--- src/design/deq_pkg.sv ---
// Shared definitions for the double-ended queue: widths, command codes,
// status codes and the default ring depth.
// Used by deq_ram and double_ended_queue; depends on nothing else.
package deq_pkg;

	// Default number of ring entries.
	localparam int DEQ_DEPTH = 16;

	// Field widths.
	localparam int DATA_W = 32;
	localparam int CMD_W  = 3;
	localparam int STAT_W = 2;

	// Command codes.
	localparam logic [CMD_W-1:0] CMD_PUSH_FRONT = 3'd0;
	localparam logic [CMD_W-1:0] CMD_PUSH_BACK  = 3'd1;
	localparam logic [CMD_W-1:0] CMD_POP_FRONT  = 3'd2;
	localparam logic [CMD_W-1:0] CMD_POP_BACK   = 3'd3;
	localparam logic [CMD_W-1:0] CMD_LIST       = 3'd4;

	// Result status codes.
	localparam logic [STAT_W-1:0] STAT_OK    = 2'd0;
	localparam logic [STAT_W-1:0] STAT_EMPTY = 2'd1;
	localparam logic [STAT_W-1:0] STAT_FULL  = 2'd2;

endpackage

--- src/design/deq_ram.sv ---
// Entry store of the queue: one write port and one read port, with the
// read data registered.
// Depends on deq_pkg for the word width.
module deq_ram #(
	parameter int DEPTH  = deq_pkg::DEQ_DEPTH,
	parameter int ADDR_W = (DEPTH > 1) ? $clog2(DEPTH) : 1
) (
	input  logic                             clk,
	input  logic                             wr_en,
	input  logic [ADDR_W-1:0]                wr_addr,
	input  logic signed [deq_pkg::DATA_W-1:0] wr_data,
	input  logic                             rd_en,
	input  logic [ADDR_W-1:0]                rd_addr,
	output logic signed [deq_pkg::DATA_W-1:0] rd_data
);
	import deq_pkg::*;

	logic signed [DATA_W-1:0] mem [DEPTH];
	logic signed [DATA_W-1:0] rd_data_q;

	// Write port.
	always_ff @(posedge clk) begin
		if (wr_en) begin
			mem[wr_addr] <= wr_data;
		end
	end

	// Registered read port.
	always_ff @(posedge clk) begin
		if (rd_en) begin
			rd_data_q <= mem[rd_addr];
		end
	end

	assign rd_data = rd_data_q;

endmodule

--- src/design/double_ended_queue.sv ---
// Bounded double-ended queue of signed words in a ring store.
// Push: result strobes the cycle after start; a new command is taken every cycle while busy is low.
// Pop: result via store read and result registers, busy while reading; empty pop answers without busy.
// List: each entry front to back on consecutive cycles, busy while reading; the final one has last set.
// Reset (arst_n low) empties the queue at once; the store itself is not cleared.
module double_ended_queue #(
	parameter int DEPTH = deq_pkg::DEQ_DEPTH
) (
	input  logic                              clk,
	input  logic                              arst_n,
	input  logic                              start,
	output logic                              busy,
	input  logic [deq_pkg::CMD_W-1:0]         cmd,
	input  logic signed [deq_pkg::DATA_W-1:0] value,
	output logic                              strobe,
	output logic [deq_pkg::STAT_W-1:0]        status,
	output logic signed [deq_pkg::DATA_W-1:0] data,
	output logic                              last
);
	import deq_pkg::*;

	localparam int IDX_W = (DEPTH > 1) ? $clog2(DEPTH) : 1;
	localparam int CNT_W = $clog2(DEPTH + 1);
	localparam int SUM_W = CNT_W + 1;
	localparam logic [SUM_W-1:0] DEPTH_S = SUM_W'(DEPTH);
	localparam logic [IDX_W-1:0] LAST_IDX = IDX_W'(DEPTH - 1);
	localparam logic [CNT_W-1:0] DEPTH_C = CNT_W'(DEPTH);

	// Controller states.
	localparam logic ST_IDLE = 1'b0;
	localparam logic ST_READ = 1'b1;

	logic                     state_q;
	logic [IDX_W-1:0]         front_q;
	logic [CNT_W-1:0]         cnt_q;
	logic                     list_q;
	logic [IDX_W-1:0]         lst_i_q;
	logic [IDX_W-1:0]         rd_pos_q;
	logic                     strobe_q;
	logic [STAT_W-1:0]        status_q;
	logic signed [DATA_W-1:0] data_q;
	logic                     last_q;

	logic                     accept;
	logic                     is_empty;
	logic                     is_full;
	logic                     list_done;
	logic                     wr_en;
	logic [IDX_W-1:0]         wr_addr;
	logic                     rd_en;
	logic [IDX_W-1:0]         rd_addr;
	logic signed [DATA_W-1:0] rd_data;
	logic [IDX_W-1:0]         front_dec;

	// Reduce a sum of two ring offsets, known to be below twice the depth.
	function automatic logic [IDX_W-1:0] wrap(input logic [SUM_W-1:0] s);
		logic [SUM_W-1:0] r;
		r = (s >= DEPTH_S) ? (s - DEPTH_S) : s;
		return r[IDX_W-1:0];
	endfunction

	assign busy     = (state_q == ST_READ);
	assign accept   = start && !busy;
	assign is_empty = (cnt_q == '0);
	assign is_full  = (cnt_q == DEPTH_C);
	assign front_dec = (front_q == '0) ? LAST_IDX : (front_q - IDX_W'(1));
	// The word now leaving the memory is the final one of the listing, or is a popped word.
	assign list_done = !list_q || ((CNT_W'(lst_i_q) + CNT_W'(1)) == cnt_q);

	// Memory port addressing. Writes happen only on an accepted push and reads
	// only on pops and listings, so the two ports never meet on one entry.
	always_comb begin
		wr_en   = 1'b0;
		wr_addr = front_dec;
		rd_en   = 1'b0;
		rd_addr = front_q;
		if (state_q == ST_READ) begin
			rd_en   = !list_done;
			rd_addr = wrap(SUM_W'(rd_pos_q) + SUM_W'(1));
		end else if (accept) begin
			case (cmd)
				CMD_PUSH_FRONT: begin
					wr_en   = !is_full;
					wr_addr = front_dec;
				end
				CMD_PUSH_BACK: begin
					wr_en   = !is_full;
					wr_addr = wrap(SUM_W'(front_q) + SUM_W'(cnt_q));
				end
				CMD_POP_FRONT, CMD_LIST: begin
					rd_en   = !is_empty;
					rd_addr = front_q;
				end
				CMD_POP_BACK: begin
					rd_en   = !is_empty;
					rd_addr = wrap(SUM_W'(front_q) + SUM_W'(cnt_q) - SUM_W'(1));
				end
				default: begin
					wr_en = 1'b0;
					rd_en = 1'b0;
				end
			endcase
		end
	end

	deq_ram #(
		.DEPTH  (DEPTH),
		.ADDR_W (IDX_W)
	) u_ram (
		.clk     (clk),
		.wr_en   (wr_en),
		.wr_addr (wr_addr),
		.wr_data (value),
		.rd_en   (rd_en),
		.rd_addr (rd_addr),
		.rd_data (rd_data)
	);

	// Queue pointers, controller state and read tracking.
	always_ff @(posedge clk or negedge arst_n) begin
		if (!arst_n) begin
			state_q <= ST_IDLE;
			front_q <= '0;
			cnt_q   <= '0;
			list_q  <= 1'b0;
			lst_i_q <= '0;
		end else if (state_q == ST_READ) begin
			if (list_done) begin
				state_q <= ST_IDLE;
			end
			lst_i_q <= lst_i_q + IDX_W'(1);
		end else if (accept) begin
			lst_i_q <= '0;
			case (cmd)
				CMD_PUSH_FRONT: begin
					if (!is_full) begin
						front_q <= front_dec;
						cnt_q   <= cnt_q + CNT_W'(1);
					end
				end
				CMD_PUSH_BACK: begin
					if (!is_full) begin
						cnt_q <= cnt_q + CNT_W'(1);
					end
				end
				CMD_POP_FRONT: begin
					if (!is_empty) begin
						front_q <= wrap(SUM_W'(front_q) + SUM_W'(1));
						cnt_q   <= cnt_q - CNT_W'(1);
						state_q <= ST_READ;
						list_q  <= 1'b0;
					end
				end
				CMD_POP_BACK: begin
					if (!is_empty) begin
						cnt_q   <= cnt_q - CNT_W'(1);
						state_q <= ST_READ;
						list_q  <= 1'b0;
					end
				end
				CMD_LIST: begin
					if (!is_empty) begin
						state_q <= ST_READ;
						list_q  <= 1'b1;
					end
				end
				default: begin
					state_q <= ST_IDLE;
				end
			endcase
		end
	end

	// Ring position of the last issued read.
	always_ff @(posedge clk) begin
		if (rd_en) begin
			rd_pos_q <= rd_addr;
		end
	end

	// Result strobe.
	always_ff @(posedge clk or negedge arst_n) begin
		if (!arst_n) begin
			strobe_q <= 1'b0;
		end else if (state_q == ST_READ) begin
			strobe_q <= 1'b1;
		end else if (accept) begin
			strobe_q <= (cmd == CMD_PUSH_FRONT) || (cmd == CMD_PUSH_BACK) ||
				(((cmd == CMD_POP_FRONT) || (cmd == CMD_POP_BACK) ||
				(cmd == CMD_LIST)) && is_empty);
		end else begin
			strobe_q <= 1'b0;
		end
	end

	// Result word fields.
	always_ff @(posedge clk) begin
		if (state_q == ST_READ) begin
			status_q <= STAT_OK;
			data_q   <= rd_data;
			last_q   <= list_done;
		end else begin
			if ((cmd == CMD_POP_FRONT) || (cmd == CMD_POP_BACK) || (cmd == CMD_LIST)) begin
				status_q <= STAT_EMPTY;
			end else if (is_full) begin
				status_q <= STAT_FULL;
			end else begin
				status_q <= STAT_OK;
			end
			data_q <= '0;
			last_q <= 1'b1;
		end
	end

	assign strobe = strobe_q;
	assign status = status_q;
	assign data   = data_q;
	assign last   = last_q;

	// The entry count never exceeds the ring depth.
	a_cnt_range: assert property (@(posedge clk) disable iff (!arst_n)
		cnt_q <= DEPTH_C)
		else $error("entry count above depth");

	// The front pointer always names a ring entry.
	a_front_range: assert property (@(posedge clk) disable iff (!arst_n)
		front_q <= LAST_IDX)
		else $error("front pointer outside ring");

	// A push on a full queue answers at once with status full.
	a_push_full: assert property (@(posedge clk) disable iff (!arst_n)
		(accept && is_full && ((cmd == CMD_PUSH_FRONT) || (cmd == CMD_PUSH_BACK)))
		|=> (strobe && (status == STAT_FULL) && last))
		else $error("full push not reported");

	// Every cycle spent reading yields a word, and the pointers hold meanwhile.
	a_read_word: assert property (@(posedge clk) disable iff (!arst_n)
		(state_q == ST_READ) |=> (strobe && $stable(cnt_q) && $stable(front_q)))
		else $error("read cycle without result or with pointer change");

	// A listing, and a pop, ends on a word marked last, and the controller is idle again.
	a_list_end: assert property (@(posedge clk) disable iff (!arst_n)
		((state_q == ST_READ) && list_done) |=> (last && (state_q == ST_IDLE)))
		else $error("read sequence ended without last mark");

endmodule
--- config.mk ---
export PLATFORM = sky130hd
export DESIGN_NAME = double_ended_queue
export DESIGN_NICKNAME = d
export VERILOG_FILES = /design/src/design/deq_pkg.sv /design/src/design/deq_ram.sv /design/src/design/double_ended_queue.sv
export SDC_FILE = /design/constraint.sdc
export NUM_CORES = 1
export LEC_CHECK = 0
export ABC_AREA = 1
export CAP_MARGIN = 10
export CORE_UTILIZATION = 40
export CTS_BUF_LIST = sky130_fd_sc_hd__clkbuf_8
export DETAILED_ROUTE_END_ITERATION = 12
export DONT_BUFFER_PORTS = 1
export GPL_TIMING_DRIVEN = 0
export SETUP_SLACK_MARGIN = 0.4
export SYNTH_ARGS = -nofsm -noshare
export SYNTH_HDL_FRONTEND = slang
export SYNTH_SLANG_ARGS = --single-unit
--- constraint.sdc ---
create_clock -name clk -period 9.5 [get_ports clk]
set_input_delay 1.425 -clock clk [delete_from_list [all_inputs] [get_ports clk]]
set_output_delay 1.425 -clock clk [all_outputs]
set_load 0.005 [all_outputs]
# Yosys cells after proc, flatten, opt, wreduce, memory -nomap -nowiden
# Memories as Yosys holds them, arrays and structs flattened. A register that Yosys moved wholly into a read port is not among the register bits.
# Index checks and enable logic that the tools add are counted.
# totals
regBits,55
n_memories,1
output_inout_bits,37
mem_bits_rw,512
romBits,0
latch_bits,0
# memory_table
name,depth,width,rd,rd_ports_with_merged_regs,write_ports,line_no,text
u_ram.mem,16,32,1,1,1,deq_ram.sv:18,logic signed [DATA_W-1:0] mem [DEPTH];
# op_classes
n_lt_le_gt_ge,4
mux,39
n_bitwise,1
addsub,13
multipliers,0
reduce_logical,26
shift,0
n_div,0
n_eq_ne,11
# ops
operator,n
two-way mux 4 bit,15
"subtractor 4 x 1 -> 4 bit, second input constant",5
two-way mux 1 bit,18
"adder 4 x 1 -> 5 bit, second input constant",3
AND reduction 5 bit,3
"greater-or-equal comparator 6 x 5 -> 1 bit, second input constant",2
"greater-or-equal comparator 5 bit, second input constant",2
two-way mux 5 bit,2
"!= test 2 bit, second input constant",5
one-hot mux 5 bit (2 select lines),1
one-hot mux 4 bit (2 select lines),1
nonzero test 2 bit,4
adder 4 x 5 -> 6 bit,1
"== test 3 x 2 -> 1 bit, second input constant",2
OR reduction 2 bit,3
"subtractor 6 x 1 -> 6 bit, second input constant",1
"adder 5 x 1 -> 5 bit, second input constant",1
== test 5 bit,1
"== test 5 bit, second input constant",1
zero test 1 bit,5
zero test 5 bit,1
logical OR 1 bit,5
"subtractor 5 x 1 -> 5 bit, second input constant",1
"adder 4 x 1 -> 4 bit, second input constant",1
9 further kinds,10

# Depth between registers and ports, before layout
# logic_depth
depth_word,7
depth_mapped,14

# Cells and area by module
# A second synthesis with hierarchy kept.
# hier_totals
hier_cells,2474
area_unflattened_um2,25756.0
# by_module_without_submodules
mod,cells_per_inst,n_inst,area_each_um2
deq_ram,2120,1,23050.9
double_ended_queue,354,1,2705.1

# Worst setup path before layout
# OpenSTA, ideal clock, no wires.
# synth_path
path_type,input -> register
start,input start
end,memory u_ram.mem[0][0] (enable)
arrival_ps,3706
setup_ps,421
stages,10
path_slack_ps,5372
path_cell_list,inv_1 -> nor2_4 -> inv_1 -> nor2_1 -> inv_1 -> nor2_1 -> inv_1 -> nor3_1 -> nand2_1 -> nor2_1
# synth_via
elab_chain_len,5
# synth_lines
item,line_no,text
"start, declared",double_ended_queue.sv:11,"input logic start,"
logical AND 1 bit (*),double_ended_queue.sv:63,assign accept = start && !busy;
two-way mux 1 bit,double_ended_queue.sv:80,end else if (accept) begin
two-way mux 1 bit,double_ended_queue.sv:77,if (state_q == ST_READ) begin
two-way mux 1 bit,deq_ram.sv:23,if (wr_en) begin
two-way mux 1 bit (implied by the code),deq_ram.sv:24,mem[wr_addr] <= wr_data;
"end, declared",deq_ram.sv:18,
# Mark *: on every way between the ends. The rest lies on a longest branch, timed or not.

# Worst setup path in the final report
# layout_path
start,register front_q[0]
end,"register u_ram.rd_data_q[9], in the netlist u_ram.rd_data[9] (read register of u_ram.mem), data pin"
# layout_via
elab_chain_len,7
# layout_lines
item,line_no,text
"start, declared",double_ended_queue.sv:34,logic [IDX_W-1:0] front_q;
"start signal, assigned",double_ended_queue.sv:137,front_q <= front_dec;
"start signal, assigned",double_ended_queue.sv:148,front_q <= wrap(SUM_W'(front_q) + SUM_W'(1));
adder 4 x 5 -> 6 bit,double_ended_queue.sv:96,rd_addr = wrap(SUM_W'(front_q) + SUM_W'(cnt_q) - SUM_W'(1));
subtractor 6 x 1 -> 6 bit,double_ended_queue.sv:96,
greater-or-equal comparator 6 x 5 -> 1 bit / subtractor 4 x 1 -> 4 bit (equally long branches),double_ended_queue.sv:58,r = (s >= DEPTH_S) ? (s - DEPTH_S) : s;
two-way mux 4 bit,double_ended_queue.sv:58,
two-way mux 4 bit,double_ended_queue.sv:81,case (cmd)
two-way mux 4 bit (*),double_ended_queue.sv:80,
two-way mux 4 bit (*),double_ended_queue.sv:77,
"end, declared",deq_ram.sv:19,logic signed [DATA_W-1:0] rd_data_q;
# Marked as above.
# A chain may end at the register's enable or synchronous reset.

==> summary.md <==
| Metric | Value |
|---|---|
| Sink Count | around 600 |
| Die X-Extent | 257 um |
| Pin count of the biggest net entering global routing | 27 |
| Post-CTS Setup Bufs | 0 |
| DRC | 0 |
| Routed vias | ~18000 |
| First-pass GRT wire length | 109 mm |
| CP peak stage delay | 0.69 ns |
| CTS tree | built |
| Worst-margin pin slew | 1.03 ns |
| CORE AREA | 64300 um2 |
| Dpl cells | approximately 3400 |
| Routed wire length per instance | a little over 20 um |
| Hold WS | approximately 0.41 ns |
| Mapped Cells | about 2500 |
| FF-to-FF path depth | 11 |
| Final number of max-transition violations | 0 |
| Hold crit path type | primary input to async pin |
| Max FO, Critical Path | 10 |
| Final cell count without fillers | roughly 3600 |
| Final min period | about 3.6 ns |
| Critical path class | register to register |
| Die Area | 66100 um2 |
| Post-DR vias/cell | roughly 5.1 |
| Vias in the first global route | between 15000 and 20000 |
| TritonCTS Buffers | 100 |
| Synth Area in Adders | 0.00683 |
| CP startpoint kind | register |
| Port Buffers | 0 |
| Share of post-route cells with drive strength above 1 | 0.0980 |
| Total global routing overflow | 0 |
| Root Buffer | clkbuf_8 |
| Final nets | between 2000 and 3000 |
| Final core occ | 0.460 |
| Post-synthesis area per instance | around 10 um2 |
| Fillers | slightly below 6000 |
| Register area share after synthesis | 0.675 |
| CTS Buffer Depth | 3 |
| Final ANT Viol Nets | 0 |
| Footprint of the multi-input gates | around 5800 um2 |
| Post-cts repair resize count | 0 |
| Initial Util | 0.404 |
| # hold bufs at CTS | 0 |
| Compound-cell area share of the yosys netlist | 0.00596 |
| Max_slew headroom | 0.311 |
| Synth-to-Final Area Change | 13.6% |
| Number of setup violations in the final report | 0 |
| Status | complete, no violations |
| Cell Rows | 93 |
| Critical Path RT | around 10 ns |
| Initial antenna violation count | 2 |
| Main synth FF type | edfxtp_1 |
| DRT iter0 DRCs | 1833 |
| Synth Warn # | 0 |
| Die Height | approximately 260 um |
| Data arrival time of the worst path | about 4.0 ns |
| Area of the mapped netlist | 26000 um2 |
| Final wirelength | between 70 and 80 mm |
| Netlist cell types | 31 |
| Total Routing Usage GR | 0.220 |
| Clk slew on worst S/H paths | approximately 0.060 ns |
| Setup TNS | 0 ns |
| H-tree Lvls | 3 |
| Max Freq | approximately 0.28 GHz |
| Worst skew pair latency | ~0.73 ns |
| Largest family of logic cells by synthesized area | simple AND/OR/NAND/NOR gates |
| RSZ-0062 raised after global routing | false |
| Seq cells post-synth | 599 |
| Worst VDD drop | between 0.15 and 0.2 mV |
| Power density cells | 284 nW/um2 |
| CP Cell Sequence | ha_1, fa_1, inv_1, ha_1, xor2_1, a21oi_2, inv_2, buf_1, nand3_1, nand3_1, nand2_1 |
| Number of enable flip-flop cells after synthesis | ~550 |
| Tcrit/Tclk final | 0.376 |
| Final RePlAce weighted congestion | roughly 0.85 |
| Synthesized Nets | roughly 2600 |
| CP Capture Type | register |
| Post-Synth Simple-Gate Area | 0.199 |
| Leakage power | 13.0 nW |
| Final HPWL from detailed placement | 48.5 mm |
| XOR/XNOR share of the synthesized area | 0.00538 |
| Seq. cell area | about 18000 um2 |
| Final hold viol count | 0 |
| Clock Skew | about 0.040 ns |
| Multiplexer share of the synthesized area | 0 |
| Initial DRT Pass Iterations | 6 |
| # Max-Cap Violations | 0 |
| Critical path's slowest cell | buf_1 |
| Num ports | between 70 and 80 |
| Async SR Flop Fraction | 0.0267 |
-- final timing paths --
check                                             endpoint                   startpoint  slack [ns]
worst max-delay path            u_ram.rd_data[9]$_DFFE_PP_       front_q[0]$_DFFE_PN0P_        5.93
worst min-delay path                      strobe$_DFF_PN0_                       arst_n        0.41
worst max register to register  u_ram.rd_data[9]$_DFFE_PP_       front_q[0]$_DFFE_PN0P_        5.93
worst min register to register         data[26]$_SDFF_PN0_  u_ram.rd_data[26]$_DFFE_PP_        0.42
max in group asynchronous             cnt_q[0]$_DFFE_PN0P_                       arst_n        9.00
min in group clk                       data[26]$_SDFF_PN0_  u_ram.rd_data[26]$_DFFE_PP_        0.42
-- cells by family after synthesis --
kind of cell	count (synthesis)
flops	599
xor+xnor	16
simple gates	1152
fa+ha+maj	13
buf+inv	701
compound gates	29
-- cell usage after synthesis, types with 3 or more instances --
library cell / instances / area share
nand2_1: 471 / 0.068
xor2_1: 10 / 0.0034
dfxtp_1: 35 / 0.027
a21oi_1: 4 / 0.00077
o21ai_0: 22 / 0.0042
nand3_1: 626 / 0.12
or2_2: 4 / 0.00096
ha_1: 11 / 0.0053
buf_2: 61 / 0.012
nor3_1: 5 / 0.00096
nor2_1: 34 / 0.0049
xnor2_1: 6 / 0.0020
dfrtp_1: 16 / 0.015
edfxtp_1: 548 / 0.63
nand2_2: 3 / 0.00072
clkbuf_1: 29 / 0.0042
inv_1: 574 / 0.083
buf_1: 6 / 0.00087
buf_4: 27 / 0.0078
-- metrics by stage --
stage / cell area, um2 / setup WS [ns] / power (mW)
floorplan: 26000 / 5.37 / 5.04
detailed placement: 27600 / 5.34 / 6.18
CTS: 29600 / 5.95 / 8.40
global route: 29600 / 5.78 / 8.79
global placement: 27100 / 3.36 / 6.07
finish: 29600 / 5.93 / 8.39
-- power by group --
part	leakage (nW)	internal [mW]	switching [mW]
clock network	1.14	1.17	1.05
registers	5.43	3.10	0.0739
logic	6.39	0.847	2.15
total	13.0	5.11	3.27
-- sequential cells by signal, summed over array words and instances (netlist names), 2 cells and up --
register and count:
cnt_q 5, data 32, front_q 4, lst_i_q 4, rd_pos_q 4, status 2, u_ram.mem 512, u_ram.rd_data 32
-- cell usage in the layout, fill, tap and decap left out, types with 5 or more instances in the layout --
| cell type | netlist | routed |
|---|---|---|
| nand3_1 | 626 | 626 |
| inv_1 | 574 | 616 |
| edfxtp_1 | 548 | 548 |
| nand2_1 | 471 | 470 |
| clkbuf_8 | 0 | 113 |
| buf_2 | 61 | 61 |
| dfxtp_1 | 35 | 35 |
| clkbuf_1 | 29 | 29 |
| buf_4 | 27 | 27 |
| o21ai_0 | 22 | 22 |
| nor2_1 | 34 | 18 |
| nor2_4 | 2 | 18 |
| clkinv_1 | 0 | 18 |
| dfrtp_1 | 16 | 16 |
| ha_1 | 11 | 11 |
| xor2_1 | 10 | 10 |
| buf_12 | 0 | 9 |
| buf_16 | 0 | 8 |
| buf_1 | 6 | 6 |
| xnor2_1 | 6 | 6 |
| clkinv_2 | 0 | 6 |
| nor3_1 | 5 | 5 |
| clkinvlp_4 | 0 | 5 |
-- layer usage --
layer,global-route usage,wire (um)
met1,0.285,29900
met2,0.364,34900
met3,0.0403,5620
met4,0.0908,2260
met5,0,9
-- worst max-delay path, delay by kind of cell (launching register included) --
| family | cells | cell delay (ns) |
|---|---|---|
| compound gates | 1 | 0.15 |
| flops | 1 | 0.45 |
| fa+ha+maj | 3 | 0.97 |
| simple gates | 3 | 0.46 |
| xor+xnor | 1 | 0.21 |
| buf+inv | 3 | 1.05 |
-- cell type report --
class                   instances  share of cell area
multi-input cells            1210               0.195
repair buffers                 17              0.0135
flip-flops and latches        599               0.594
diodes                          1           0.0000846
well taps                     855              0.0362
plain buffers                 125              0.0224
clock inverters                75              0.0135
inverters                     576              0.0731
clock buffers                 113              0.0526
(Power assumes the default switching activity.)
